File: src/sv/bsis_pkg.sv
`timescale 1ns / 1ps
// ----------------------------------------------------------------------------
// bsis_pkg
// Shared constants, register codes and controller/datapath bundles for the
// binomial series inverse square root unit.
// ----------------------------------------------------------------------------
package bsis_pkg;

  localparam int FRACTION_BITS_DEF = 30;

  localparam int X_W     = 31;
  localparam int SUM_W   = 46;
  localparam int K_W     = 16;
  localparam int TOL_W   = 27;
  localparam int LIMIT_W = 16;

  localparam int Q_IN     = 30;
  localparam int TOL_FRAC = 30;
  localparam int CMP_FRAC = 40;
  localparam int CMP_W    = CMP_FRAC + 1;

  localparam int APB_DW      = 32;
  localparam int PADDR_W     = 3;
  localparam int REG_SEL_BIT = 2;

  localparam logic [TOL_W-1:0]   TOL_RST   = 27'd1073742;
  localparam logic [LIMIT_W-1:0] LIMIT_RST = 16'd50000;

  localparam logic REG_TOLERANCE  = 1'b0;
  localparam logic REG_TERM_LIMIT = 1'b1;

  typedef struct packed {
    logic load_x;
    logic mul1_start;
    logic mul2_start;
    logic div_start;
    logic mul_step;
    logic div_step;
    logic acc_term;
    logic fin;
    logic load_out;
  } bsis_cmd_t;

  typedef struct packed {
    logic stop;
    logic last;
  } bsis_sts_t;

endpackage

File: src/sv/bsis_regs.sv
`timescale 1ns / 1ps
// ----------------------------------------------------------------------------
// bsis_regs
// APB-style configuration registers: tolerance and term limit.
// ----------------------------------------------------------------------------
module bsis_regs (
  input  logic                          clk,
  input  logic                          rst_n,
  input  logic                          psel,
  input  logic                          penable,
  input  logic                          pwrite,
  input  logic [bsis_pkg::PADDR_W-1:0]  paddr,
  input  logic [bsis_pkg::APB_DW-1:0]   pwdata,
  output logic [bsis_pkg::APB_DW-1:0]   prdata,
  output logic                          pready,
  output logic [bsis_pkg::TOL_W-1:0]    tolerance,
  output logic [bsis_pkg::LIMIT_W-1:0]  term_limit
);
  import bsis_pkg::*;

  logic [TOL_W-1:0]   tolerance_r;
  logic [LIMIT_W-1:0] term_limit_r;
  logic               wr_en;
  logic               reg_sel;

  assign pready  = 1'b1;
  assign reg_sel = paddr[REG_SEL_BIT];
  assign wr_en   = psel & penable & pwrite & pready;

  always_ff @(posedge clk) begin
    if (!rst_n) begin
      tolerance_r  <= TOL_RST;
      term_limit_r <= LIMIT_RST;
    end else if (wr_en) begin
      case (reg_sel)
        REG_TOLERANCE:  tolerance_r  <= pwdata[TOL_W-1:0];
        REG_TERM_LIMIT: term_limit_r <= pwdata[LIMIT_W-1:0];
        default: ;
      endcase
    end
  end

  always_comb begin
    case (reg_sel)
      REG_TOLERANCE:  prdata = APB_DW'(tolerance_r);
      REG_TERM_LIMIT: prdata = APB_DW'(term_limit_r);
      default:        prdata = '0;
    endcase
  end

  assign tolerance  = tolerance_r;
  assign term_limit = term_limit_r;

endmodule

File: src/sv/bsis_ctrl.sv
`timescale 1ns / 1ps
// ----------------------------------------------------------------------------
// bsis_ctrl
// Sequencer for one series evaluation: load, test, two shift-add multiplies,
// restoring divide, accumulate, and result transfer.
// ----------------------------------------------------------------------------
module bsis_ctrl (
  input  logic                 clk,
  input  logic                 rst_n,
  input  logic                 in_valid,
  output logic                 in_stall,
  output logic                 out_valid,
  input  logic                 out_stall,
  input  bsis_pkg::bsis_sts_t  sts,
  output bsis_pkg::bsis_cmd_t  cmd
);
  import bsis_pkg::*;

  localparam logic [3:0] S_IDLE = 4'd0;
  localparam logic [3:0] S_TEST = 4'd1;
  localparam logic [3:0] S_M1   = 4'd2;
  localparam logic [3:0] S_LD2  = 4'd3;
  localparam logic [3:0] S_M2   = 4'd4;
  localparam logic [3:0] S_LDD  = 4'd5;
  localparam logic [3:0] S_DV   = 4'd6;
  localparam logic [3:0] S_ACC  = 4'd7;
  localparam logic [3:0] S_OUT  = 4'd8;

  logic [3:0] state_r;
  logic [3:0] state_nxt;
  logic       out_valid_r;
  logic       out_valid_nxt;

  always_comb begin
    state_nxt = state_r;
    cmd       = '0;
    case (state_r)
      S_IDLE: begin
        if (in_valid) begin
          cmd.load_x = 1'b1;
          state_nxt  = S_TEST;
        end
      end
      S_TEST: begin
        if (sts.stop) begin
          cmd.fin   = 1'b1;
          state_nxt = S_OUT;
        end else begin
          cmd.mul1_start = 1'b1;
          state_nxt      = S_M1;
        end
      end
      S_M1: begin
        cmd.mul_step = 1'b1;
        if (sts.last) state_nxt = S_LD2;
      end
      S_LD2: begin
        cmd.mul2_start = 1'b1;
        state_nxt      = S_M2;
      end
      S_M2: begin
        cmd.mul_step = 1'b1;
        if (sts.last) state_nxt = S_LDD;
      end
      S_LDD: begin
        cmd.div_start = 1'b1;
        state_nxt     = S_DV;
      end
      S_DV: begin
        cmd.div_step = 1'b1;
        if (sts.last) state_nxt = S_ACC;
      end
      S_ACC: begin
        cmd.acc_term = 1'b1;
        state_nxt    = S_TEST;
      end
      S_OUT: begin
        if (!out_valid_r || !out_stall) begin
          cmd.load_out = 1'b1;
          state_nxt    = S_IDLE;
        end
      end
      default: state_nxt = S_IDLE;
    endcase
  end

  always_comb begin
    out_valid_nxt = out_valid_r;
    if (cmd.load_out) begin
      out_valid_nxt = 1'b1;
    end else if (out_valid_r && !out_stall) begin
      out_valid_nxt = 1'b0;
    end
  end

  always_ff @(posedge clk) begin
    if (!rst_n) begin
      state_r     <= S_IDLE;
      out_valid_r <= 1'b0;
    end else begin
      state_r     <= state_nxt;
      out_valid_r <= out_valid_nxt;
    end
  end

  assign in_stall  = (state_r != S_IDLE);
  assign out_valid = out_valid_r;

endmodule

File: src/sv/bsis_dp.sv
`timescale 1ns / 1ps
// ----------------------------------------------------------------------------
// bsis_dp
// Term and sum registers, shared shift-add multiplier, restoring divider,
// stop test and output rescaling.
// ----------------------------------------------------------------------------
module bsis_dp #(
  parameter int FRACTION_BITS = bsis_pkg::FRACTION_BITS_DEF
) (
  input  logic                                clk,
  input  bsis_pkg::bsis_cmd_t                 cmd,
  output bsis_pkg::bsis_sts_t                 sts,
  input  logic signed [bsis_pkg::X_W-1:0]     in_x_value,
  input  logic [bsis_pkg::TOL_W-1:0]          tolerance,
  input  logic [bsis_pkg::LIMIT_W-1:0]        term_limit,
  output logic signed [bsis_pkg::SUM_W-1:0]   out_series_sum,
  output logic [bsis_pkg::K_W-1:0]            out_terms_used,
  output logic                                out_limit_hit
);
  import bsis_pkg::*;

  localparam int TW       = FRACTION_BITS;
  localparam int SW       = TW + K_W;
  localparam int XM_W     = X_W;
  localparam int A_W      = TW + XM_W;
  localparam int K2_W     = K_W + 1;
  localparam int DV_W     = TW + K2_W;
  localparam int CNT_W    = $clog2(DV_W);
  localparam int UP       = (FRACTION_BITS >= Q_IN) ? FRACTION_BITS - Q_IN : 0;
  localparam int DN       = (FRACTION_BITS >= Q_IN) ? 1 : Q_IN + 1 - FRACTION_BITS;
  localparam int DN_SH    = (FRACTION_BITS < Q_IN) ? Q_IN - FRACTION_BITS : 0;
  localparam int TO_CMP   = CMP_FRAC - FRACTION_BITS;
  localparam int TOL_SH   = CMP_FRAC - TOL_FRAC;
  localparam int SCW      = SW + DN_SH;
  localparam logic [CNT_W-1:0] MUL_LAST = CNT_W'(XM_W - 1);
  localparam logic [CNT_W-1:0] DIV_LAST = CNT_W'(DV_W - 1);

  logic                  xneg_r;
  logic [XM_W-1:0]       xm_r;
  logic [TW-1:0]         tmag_r;
  logic                  tneg_r;
  logic [SW-1:0]         spos_r;
  logic [SW-1:0]         sneg_r;
  logic [K_W-1:0]        k_r;
  logic [A_W-1:0]        a_r;
  logic [XM_W-1:0]       b_r;
  logic [A_W-1:0]        acc_r;
  logic [K2_W-1:0]       rem_r;
  logic [DV_W-1:0]       num_r;
  logic [CNT_W-1:0]      cnt_r;
  logic                  sisneg_r;
  logic [SW-1:0]         smag_r;
  logic signed [SUM_W-1:0] sum_out_r;
  logic [K_W-1:0]        terms_r;
  logic                  limit_hit_r;

  logic [XM_W-1:0]       raw;
  logic                  xneg_in;
  logic [XM_W-1:0]       xm_in;
  logic [XM_W+UP-1:0]    xs;
  logic [TW-1:0]         tmag_in;
  logic                  tneg_in;
  logic [CMP_W-1:0]      t_cmp;
  logic [CMP_W-1:0]      tol_cmp;
  logic                  met;
  logic [LIMIT_W-1:0]    limit_eff;
  logic [TW-1:0]         p_mul;
  logic [K2_W-1:0]       k_odd;
  logic [K2_W-1:0]       k_even;
  logic [K2_W-1:0]       dvsr;
  logic [K2_W:0]         rt;
  logic                  ge;
  logic [K2_W:0]         rt_sub;
  logic [TW-1:0]         q;
  logic                  tneg_nxt;
  logic                  sisneg_nxt;
  logic [SCW-1:0]        scaled;
  logic [SUM_W-1:0]      mag_out;

  assign raw     = in_x_value;
  assign xneg_in = raw[XM_W-1];
  assign xm_in   = xneg_in ? (~raw + XM_W'(1)) : raw;
  assign xs      = (XM_W+UP)'(xm_in) << UP;
  assign tmag_in = TW'(xs >> DN);
  assign tneg_in = xneg_in && (tmag_in != '0);

  assign t_cmp     = CMP_W'(tmag_r) << TO_CMP;
  assign tol_cmp   = CMP_W'(tolerance) << TOL_SH;
  assign met       = t_cmp < tol_cmp;
  assign limit_eff = (term_limit == '0) ? LIMIT_W'(1) : term_limit;

  assign sts.stop = met || (k_r >= limit_eff);
  assign sts.last = (cnt_r == '0);

  assign p_mul  = acc_r[Q_IN +: TW];
  assign k_odd  = {k_r, 1'b1};
  assign k_even = {k_r, 1'b0} + K2_W'(2);
  assign dvsr   = b_r[K2_W-1:0];

  assign rt     = {rem_r, num_r[DV_W-1]};
  assign ge     = rt >= {1'b0, dvsr};
  assign rt_sub = rt - {1'b0, dvsr};

  assign q        = num_r[TW-1:0];
  assign tneg_nxt = (tneg_r == xneg_r) && (q != '0);

  assign sisneg_nxt = sneg_r > spos_r;

  assign scaled  = (SCW'(smag_r) >> UP) << DN_SH;
  assign mag_out = scaled[SUM_W-1:0];

  always_ff @(posedge clk) begin
    if (cmd.load_x) begin
      xneg_r <= xneg_in;
      xm_r   <= xm_in;
      tmag_r <= tmag_in;
      tneg_r <= tneg_in;
      spos_r <= tneg_in ? '0 : SW'(tmag_in);
      sneg_r <= tneg_in ? SW'(tmag_in) : '0;
      k_r    <= K_W'(1);
    end else if (cmd.mul1_start) begin
      a_r   <= A_W'(tmag_r);
      b_r   <= xm_r;
      acc_r <= '0;
      cnt_r <= MUL_LAST;
    end else if (cmd.mul2_start) begin
      a_r   <= A_W'(p_mul);
      b_r   <= XM_W'(k_odd);
      acc_r <= '0;
      cnt_r <= MUL_LAST;
    end else if (cmd.mul_step) begin
      if (b_r[0]) acc_r <= acc_r + a_r;
      a_r   <= a_r << 1;
      b_r   <= b_r >> 1;
      cnt_r <= cnt_r - CNT_W'(1);
    end else if (cmd.div_start) begin
      num_r <= acc_r[DV_W-1:0];
      rem_r <= '0;
      b_r   <= XM_W'(k_even);
      cnt_r <= DIV_LAST;
    end else if (cmd.div_step) begin
      rem_r <= ge ? rt_sub[K2_W-1:0] : rt[K2_W-1:0];
      num_r <= {num_r[DV_W-2:0], ge};
      cnt_r <= cnt_r - CNT_W'(1);
    end else if (cmd.acc_term) begin
      tmag_r <= q;
      tneg_r <= tneg_nxt;
      if (tneg_nxt) begin
        sneg_r <= sneg_r + SW'(q);
      end else begin
        spos_r <= spos_r + SW'(q);
      end
      k_r <= k_r + K_W'(1);
    end else if (cmd.fin) begin
      sisneg_r    <= sisneg_nxt;
      smag_r      <= sisneg_nxt ? (sneg_r - spos_r) : (spos_r - sneg_r);
      terms_r     <= k_r;
      limit_hit_r <= !met;
    end else if (cmd.load_out) begin
      sum_out_r <= sisneg_r ? (~mag_out + SUM_W'(1)) : mag_out;
    end
  end

  logic [K_W-1:0] terms_out_r;
  logic           limit_out_r;

  always_ff @(posedge clk) begin
    if (cmd.load_out) begin
      terms_out_r <= terms_r;
      limit_out_r <= limit_hit_r;
    end
  end

  assign out_series_sum = sum_out_r;
  assign out_terms_used = terms_out_r;
  assign out_limit_hit  = limit_out_r;

endmodule

File: src/sv/binomial_series_inv_sqrt_unit.sv
`timescale 1ns / 1ps
// ----------------------------------------------------------------------------
// binomial_series_inv_sqrt_unit
// Sums the binomial series of 1 - 1/sqrt(1+x) for one Q1.30 argument.
//
// Input channel in_*: one argument per transfer. Output channel out_*: one
// result per argument (sum with 30 fraction bits, term count, limit flag).
// Configuration through the APB-style port: tolerance at 0x0, term limit at
// 0x4; write only while the unit is idle.
// One item at a time. After the first term, every further term takes two
// 31-step shift-add multiplies and a (FRACTION_BITS + 17)-step restoring
// divide in the shared datapath, plus control states for the stop test, the
// operand loads and the accumulate. in_stall drops in the cycle after the
// result is loaded.
// The result waits in the output register while out_stall is high; the unit
// then takes and works on the next argument and holds its own result until
// the register frees. Reset empties the output register, returns the
// sequencer to idle and restores the register defaults.
// ----------------------------------------------------------------------------
module binomial_series_inv_sqrt_unit #(
  parameter int FRACTION_BITS = bsis_pkg::FRACTION_BITS_DEF
) (
  input  logic                                clk,
  input  logic                                rst_n,
  input  logic                                in_valid,
  output logic                                in_stall,
  input  logic signed [bsis_pkg::X_W-1:0]     in_x_value,
  output logic                                out_valid,
  input  logic                                out_stall,
  output logic signed [bsis_pkg::SUM_W-1:0]   out_series_sum,
  output logic [bsis_pkg::K_W-1:0]            out_terms_used,
  output logic                                out_limit_hit,
  input  logic                                psel,
  input  logic                                penable,
  input  logic                                pwrite,
  input  logic [bsis_pkg::PADDR_W-1:0]        paddr,
  input  logic [bsis_pkg::APB_DW-1:0]         pwdata,
  output logic [bsis_pkg::APB_DW-1:0]         prdata,
  output logic                                pready
);
  import bsis_pkg::*;

  bsis_cmd_t          cmd;
  bsis_sts_t          sts;
  logic [TOL_W-1:0]   tolerance;
  logic [LIMIT_W-1:0] term_limit;

  bsis_regs u_regs (
    .clk        (clk),
    .rst_n      (rst_n),
    .psel       (psel),
    .penable    (penable),
    .pwrite     (pwrite),
    .paddr      (paddr),
    .pwdata     (pwdata),
    .prdata     (prdata),
    .pready     (pready),
    .tolerance  (tolerance),
    .term_limit (term_limit)
  );

  bsis_ctrl u_ctrl (
    .clk       (clk),
    .rst_n     (rst_n),
    .in_valid  (in_valid),
    .in_stall  (in_stall),
    .out_valid (out_valid),
    .out_stall (out_stall),
    .sts       (sts),
    .cmd       (cmd)
  );

  bsis_dp #(
    .FRACTION_BITS (FRACTION_BITS)
  ) u_dp (
    .clk            (clk),
    .cmd            (cmd),
    .sts            (sts),
    .in_x_value     (in_x_value),
    .tolerance      (tolerance),
    .term_limit     (term_limit),
    .out_series_sum (out_series_sum),
    .out_terms_used (out_terms_used),
    .out_limit_hit  (out_limit_hit)
  );

  a_accept_loads: assert property (@(posedge clk) disable iff (!rst_n)
    (in_valid && !in_stall) |-> cmd.load_x)
    else $error("input transfer without operand load");

  a_no_overwrite: assert property (@(posedge clk) disable iff (!rst_n)
    cmd.load_out |-> !(out_valid && out_stall))
    else $error("result loaded over a stalled result");

  a_load_shows: assert property (@(posedge clk) disable iff (!rst_n)
    cmd.load_out |=> out_valid)
    else $error("loaded result not presented");

  a_one_cmd: assert property (@(posedge clk) disable iff (!rst_n)
    $onehot0(cmd))
    else $error("more than one datapath command");

endmodule

File: config.mk
export PLATFORM = sky130hd
export DESIGN_NAME = binomial_series_inv_sqrt_unit
export DESIGN_NICKNAME = d
export VERILOG_FILES = /design/src/sv/bsis_pkg.sv /design/src/sv/bsis_regs.sv /design/src/sv/bsis_ctrl.sv /design/src/sv/bsis_dp.sv /design/src/sv/binomial_series_inv_sqrt_unit.sv
export SDC_FILE = /design/constraint.sdc
export NUM_CORES = 2
export LEC_CHECK = 0
export BUFFER_PORTS_ARGS = -buffer_cell sky130_fd_sc_hd__buf_2
export CAP_MARGIN = 0
export CORE_UTILIZATION = 31
export CTS_CLUSTER_SIZE = 16
export DETAILED_ROUTE_END_ITERATION = 8
export GPL_ROUTABILITY_DRIVEN = 0
export PLACE_DENSITY = 0.53
export SLEW_MARGIN = 40
export SYNTH_ARGS = -nofsm -noshare
export SYNTH_HDL_FRONTEND = slang
export SYNTH_SLANG_ARGS = --single-unit
File: constraint.sdc
create_clock -name clk -period 8 [get_ports clk]
set_input_delay 1.2 -clock clk [delete_from_list [all_inputs] [get_ports clk]]
set_output_delay 1.2 -clock clk [all_outputs]
set_load 0.05 [all_outputs]
# Word level (Yosys, flattened, before mapping)
# Cells that the tools add are included.
# op_classes
n_reduce_logical	38
mux	75
bitwise	13
eq_ne	20
n_addsub	11
magnitude_cmp	4
# op_table
operator	count
46-bit 2-to-1 mux	18
30-bit 2-to-1 mux	11
61-bit 2-to-1 mux	3
31-bit 2-to-1 mux	5
47-bit 2-to-1 mux	2
46-bit by 30-bit adder with 46-bit output	2
46-bit subtractor	2
32-bit case mux with 2 select lines	1
61-bit adder	1
30-bit nonzero test	2
46-bit by 1-bit adder with 46-bit output, second input constant	1
46-bit > comparator	1
46-bit NOT	1
40-bit by 37-bit less-than comparator with 1-bit output	1
4-bit case mux with 9 select lines	1
17-bit 2-to-1 mux	2
31-bit by 1-bit adder with 31-bit output, second input constant	1
31-bit NOT	1
4-bit 2-to-1 mux	6
1-bit 2-to-1 mux	22
18-bit by 17-bit >= comparator with 1-bit output	1
6-bit 2-to-1 mux	3
17-bit by 2-bit adder with 17-bit output, second input constant	1
17-bit subtractor	1
other kinds (31)	71
# totals
input_bits	73
out_inout_bits	98
register_bits	569
word_cells	186

# Logic depth before layout (Yosys ltp)
# logic_depth
word_depth	10
mapped_depth	15
mapped_depth_nobuf	14

# Cells and area by module
# From an unflattened synthesis, not the netlist that was laid out.
# unflattened
cells_unflattened	3914
area_unflattened_um2	37960.2
# modules_own_cells
module	area_each_um2	instances	cells_per_inst	seq_area_each_um2
bsis_dp	35510.3	1	3653	15424.8
bsis_regs	2074.5	1	217	860.8
bsis_ctrl	375.4	1	44	100.1

# Worst setup path before layout
# No wires, ideal clock.
# synth_path
kind	flip-flop to flip-flop
startpoint	register u_dp.tmag_r[15]
endpoint	register u_dp.limit_hit_r, enable pin
path_slack_ns	-0.229
arrival_ns	7.585
setup_ns	0.644
stages_incl_launch_ff	9
cell_sequence	edfxtp_1 -> ha_1 -> a21o_1 -> a21o_1 -> a21oi_1 -> o21a_1 -> o2111a_1 -> a211oi_1 -> nor4_1
# synth_between
elab_chain_cells	6
elab_cells_between_ends	8
classes_between	1 x order compare; 4 x mux; 1 x bitwise; 2 x reduce/logical
# synth_lines
element	line	source
from (decl)	bsis_dp.sv:40	logic [TW-1:0] tmag_r;
from (signal assigned)	bsis_dp.sv:116	tmag_r <= tmag_in;
from (signal assigned)	bsis_dp.sv:146	tmag_r <= q;
40-bit by 37-bit less-than comparator with 1-bit output *	bsis_dp.sv:89	assign met = t_cmp < tol_cmp;
1-bit logical OR *	bsis_dp.sv:92	assign sts.stop = met || (k_r >= limit_eff);
1-bit 2-to-1 mux	bsis_ctrl.sv:45	if (sts.stop) begin
1-bit 2-to-1 mux	bsis_ctrl.sv:37	case (state_r)
1-bit NOT (no line)	n/a	
8-bit AND reduction (no line) *	n/a	
to (signal assigned)	bsis_dp.sv:158	limit_hit_r <= !met;
to (decl)	bsis_dp.sv:55	logic limit_hit_r;
# Every way passes the cells marked *; elsewhere a longest branch is shown, timed or not.
# A chain may end at the register's enable or synchronous reset.

# Worst setup path after layout
# layout_path
startpoint	register u_regs.term_limit_r[11] (netlist: u_regs.term_limit[11])
endpoint	register u_dp.a_r[50], enable pin
# layout_between
elab_chain_cells	8
# layout_lines
element	line	source
from (decl)	bsis_regs.sv:22	logic [LIMIT_W-1:0] term_limit_r;
from (signal assigned)	bsis_regs.sv:37	REG_TERM_LIMIT: term_limit_r <= pwdata[LIMIT_W-1:0];
16-bit zero test	bsis_dp.sv:90	assign limit_eff = (term_limit == '0) ? LIMIT_W'(1) : term_limit;
16-bit 2-to-1 mux *	bsis_dp.sv:90	
16-bit >= comparator *	bsis_dp.sv:92	
1-bit logical OR *	bsis_dp.sv:92	
1-bit 2-to-1 mux *	bsis_ctrl.sv:45	
1-bit 2-to-1 mux *	bsis_ctrl.sv:37	
3-bit nonzero test (no line) *	n/a	
2-bit AND reduction (no line) *	n/a	
to (signal assigned)	bsis_dp.sv:122	a_r <= A_W'(tmag_r);
to (signal assigned)	bsis_dp.sv:127	a_r <= A_W'(p_mul);
to (signal assigned)	bsis_dp.sv:133	a_r <= a_r << 1;
to (decl)	bsis_dp.sv:45	logic [A_W-1:0] a_r;
# Marked as above.

==> run_results.csv <==
group,metric,value,unit
logic_synthesis,synth_ff_type,"sky130_fd_sc_hd__edfxtp_1",
sta,setup_viol,0,
worst_setup_path,total_buffers_and_inverters_traversed_by_the_critical_path,1,
clock_network,clock-root-buffer,"sky130_fd_sc_hd__clkbuf_16",
detailed_routing,first_pass_iters,6,
sta,setup_total_neg_slack,0,ns
sta,timing.final.crit_period,5.072,ns
worst_setup_path,critical_path.startpoint,"u_regs.term_limit[11]",
logic_synthesis,synth_most_common_cell,"sky130_fd_sc_hd__edfxtp_1",
detailed_routing,viasPerCell,5.263,
sta,achievable-frequency,197.2,MHz
power,cellPowerDensity,261.9,nW/um^2
worst_setup_path,startpoint_type,"flop",
detailed_routing,drt_iter0_markers,2099,
grt,grtUsageMet1,0.2614,
floorplan,die_x,350.2,um
grt,grt_util_met3,0.03775,
floorplan,io-pin-count,171,
sta,final_hold_viol_count,0,
floorplan,fp-row-count,127,
worst_setup_path,r2r_start,"u_regs.term_limit[11]",
place,port_buffers,157,
sta,worst_slew_margin_rel,0.4596,
cells_and_area,areaGrowthSynthToFinish,12.96,%
sta,final_skew,0.04281,ns
worst_setup_path,rrSetupSlack,2.93,ns
floorplan,initial_util,0.3129,
grt,grt-busiest-layer,"met2",
detailed_routing,antenna_violating_nets_post_route,0,
clock_network,clock-sinks,567,
logic_synthesis,synth_largest_area_cell,"sky130_fd_sc_hd__edfxtp_1",
logic_synthesis,synth_common_cells,"sky130_fd_sc_hd__edfxtp_1, sky130_fd_sc_hd__nand2_1, sky130_fd_sc_hd__nor2_1",
sta,whs,0.4157,ns
place,detailed_place_hpwl,85.59,mm
grt,wire_length_of_the_first_global_routing_pass,173.2,mm
worst_setup_path,cpPeakStageDelay,0.72,ns
logic_synthesis,synth_cells,3907,
clock_network,clkSlewWorstSetupHoldPaths,0.06,ns
grt,grt_max_degree,69,
floorplan,die_area,122700,sq um
logic_synthesis,post_synth_num_cell_types,85,
grt,grt_use_met2,0.2738,
clock_network,post_cts_resize_count,0,
worst_setup_path,crit_path_frequent_cell,"sky130_fd_sc_hd__o21ai_0",
logic_synthesis,yosys_register_bits,567,
sta,layout_worst_path_cycle_share,0.6340,
grt,number_of_antenna_violations_at_the_first_check_in_global_routing,26,
worst_setup_path,endpoint_kind,"flop",
logic_synthesis,number_of_synthesized_flops_with_an_enable_pin,503,
worst_setup_path,critical_path_class,"flop to flop",
power,cellLeakagePower,16.85,nW
clock_network,numCtsBuffers,73,
sta,drv_slew,0,
worst_setup_path,r2r_end,"u_dp.a_r[50]",
worst_setup_path,worst-endpoint-arrival,5.34,ns
sta,rsz_0062_raised_after_global_routing,"no",
clock_network,cts_setup_buffers,0,
power,irDropWorstVdd,0.1888,mV
detailed_routing,route.detailed.wl_per_inst,20.03,um
worst_setup_path,cp_top_family,"compound AO/OA/AOI/OAI gates",
worst_setup_path,r2r.worst_path.cells,13,
grt,track_usage,0.1822,
cells_and_area,fillerInstances,12310,
clock_network,clock_path_buffers,3,
logic_synthesis,postSynthAreaPerCell,9.621,sq um
floorplan,die_y,350.2,um
worst_setup_path,cp_slowest_cell,"sky130_fd_sc_hd__and3_4",
clock_network,cts_tree,"done",
grt,congestion_overflow_gr,0,
clock_network,hold_buffers,0,
worst_setup_path,timing.critical_path.fanout_max,57,
floorplan,floorplan_core_area,120100,sq um
clock_network,clock_tree.htree_level_count,3,
logic_synthesis,yosys_warnings,0,
worst_setup_path,required,8.27,ns
place,preCtsSetupSlack,2.779,ns
logic_synthesis,sequential_cell_area_fraction_in_the_yosys_report,0.4359,
sta,finalWorstSetupSlack,2.928,ns
logic_synthesis,synth_area,37590,sq um
cells_and_area,layoutNonFillerInstCount,5654,
logic_synthesis,synth.top_cells.by_area,"sky130_fd_sc_hd__edfxtp_1, sky130_fd_sc_hd__ha_1, sky130_fd_sc_hd__a21oi_1, sky130_fd_sc_hd__xnor2_1, sky130_fd_sc_hd__o21ai_0",
detailed_routing,drc_errors,0,
logic_synthesis,yosys.area.top_type_share,0.4018,
place,dp.cells,5518,
flow_run,drv_cap,0,
cells_and_area,share_of_cells_above_drive_strength_1,0.09911,
detailed_routing,route.vias.total,29760,
sta,slew_worst_pin,0.8045,ns
logic_synthesis,asyncSetResetFlopFracSynth,0,
clock_network,clock_latency,0.66,ns
detailed_routing,drt-total-wl,113.2,mm
grt,grt_pass1_vias,28420,
worst_setup_path,crit_chain,"nor3_1, a41o_1, ha_1, nand2b_1, a211oi_1, o21ai_0, a221oi_1, o21ai_0, a211oi_2, and3_4, nor2_2, nand2_2, buf_4",
worst_setup_path,worstSetupEndpoint,"u_dp.a_r[50]",
worst_setup_path,timing.critical_path.depth,13,
cells_and_area,final_core_util,0.3535,
cells_and_area,nNetsFinal,4334,
worst_hold_path,hold_path.class,"flop to flop",
run_status,outcome,"completed",
[cell usage in the layout (no fill, tap or decap), types with 18 or more instances in the layout]
cell type	n
sky130_fd_sc_hd__a21o_1	155
sky130_fd_sc_hd__or3_1	51
sky130_fd_sc_hd__a211oi_1	34
sky130_fd_sc_hd__o21a_1	26
sky130_fd_sc_hd__buf_2	156
sky130_fd_sc_hd__a22o_1	18
sky130_fd_sc_hd__nand4_1	77
sky130_fd_sc_hd__a31oi_1	31
sky130_fd_sc_hd__nor2b_1	20
sky130_fd_sc_hd__clkbuf_16	75
sky130_fd_sc_hd__nor4_1	22
sky130_fd_sc_hd__buf_4	31
sky130_fd_sc_hd__and3_1	55
sky130_fd_sc_hd__o21ai_0	265
sky130_fd_sc_hd__inv_1	251
sky130_fd_sc_hd__mux2i_1	60
sky130_fd_sc_hd__o31ai_1	31
sky130_fd_sc_hd__xor2_1	99
sky130_fd_sc_hd__nor3_1	61
sky130_fd_sc_hd__nand2_1	346
sky130_fd_sc_hd__mux2_2	49
sky130_fd_sc_hd__nand2b_1	24
sky130_fd_sc_hd__nand3_1	57
sky130_fd_sc_hd__nor2_1	307
sky130_fd_sc_hd__ha_1	274
sky130_fd_sc_hd__xnor2_1	172
sky130_fd_sc_hd__dfxtp_1	64
sky130_fd_sc_hd__edfxtp_1	503
sky130_fd_sc_hd__o22ai_1	39
sky130_fd_sc_hd__o211ai_1	27
sky130_fd_sc_hd__a21oi_1	305
sky130_fd_sc_hd__a21boi_0	39
sky130_fd_sc_hd__o21bai_1	52
[registers in the layout, summed over array words and instances (netlist names), 31 cells and up]
register	cells
u_dp.acc_r	60
u_dp.b_r	31
u_dp.mag_out	46
u_dp.out_series_sum	46
u_dp.num_r	47
u_dp.spos_r	46
u_dp.sneg_r	46
u_dp.xm_r	31
u_dp.a_r	60
[stage by stage]
stage / cell area [sq um] / total power [mW]
6_report: 42460 / 11.12
4_1_cts: 42420 / 11.18
5_1_grt: 42460 / 11.77
3_5_place_dp: 40010 / 7.792
3_3_place_gp: 40000 / 7.769
2_1_floorplan: 37610 / 6.767
[logic make-up (layout without fill, tap and decap cells)]
family / after synthesis / in the layout / synth area share
mux: 109 / 109 / 0.03066
flops: 567 / 567 / 0.4359
simple gates: 1096 / 1096 / 0.1373
buf+inv: 448 / 573 / 0.04573
fa+ha+maj: 280 / 280 / 0.09440
compound gates: 1133 / 1133 / 0.1923
xor+xnor: 272 / 272 / 0.06358
other cells: 2 / 12 / 0.0001998
[final cells by class]
cell class | count | area (sq um) | area share
clock buffers | 91 | 1977 | 0.04656
clock inverters | 39 | 434.2 | 0.01022
inverters | 252 | 948.4 | 0.02233
well taps | 1612 | 2017 | 0.04750
repair buffers | 191 | 1059 | 0.02493
diodes | 6 | 15.01 | 0.0003536
flip-flops and latches | 567 | 16390 | 0.3859
multi-input cells | 2896 | 19630 | 0.4622
[routing by layer]
| metal | wire, um | vias to the layer above |
|---|---|---|
| met5 | 181 | - |
| met4 | 2852 | 28 |
| met3 | 7893 | 181 |
| met2 | 48450 | 839 |
| met1 | 53860 | 14250 |
| li1 | - | 14460 |
[how the worst min path moves through the flow]
stage	start	end	slack, ns	cells after the start
6_report	u_dp.limit_hit_r	u_dp.out_limit_hit	0.42	0
5_1_grt	u_dp.terms_r[6]	u_dp.out_terms_used[6]	0.43	0
4_1_cts	u_dp.limit_hit_r	u_dp.out_limit_hit	0.42	0
2_1_floorplan	u_dp.limit_hit_r	u_dp.out_limit_hit	0.40	0
3_5_place_dp	u_dp.terms_r[4]	u_dp.out_terms_used[4]	0.40	0
3_3_place_gp	u_dp.limit_hit_r	u_dp.out_limit_hit	0.40	0
[report_power, final]
group	switching [mW]	leakage, nW	internal (mW)
clock network	1.38	1.17	1.96
registers	0.300	5.23	3.75
logic	2.30	10.4	1.43
(Power assumes the default switching activity.)
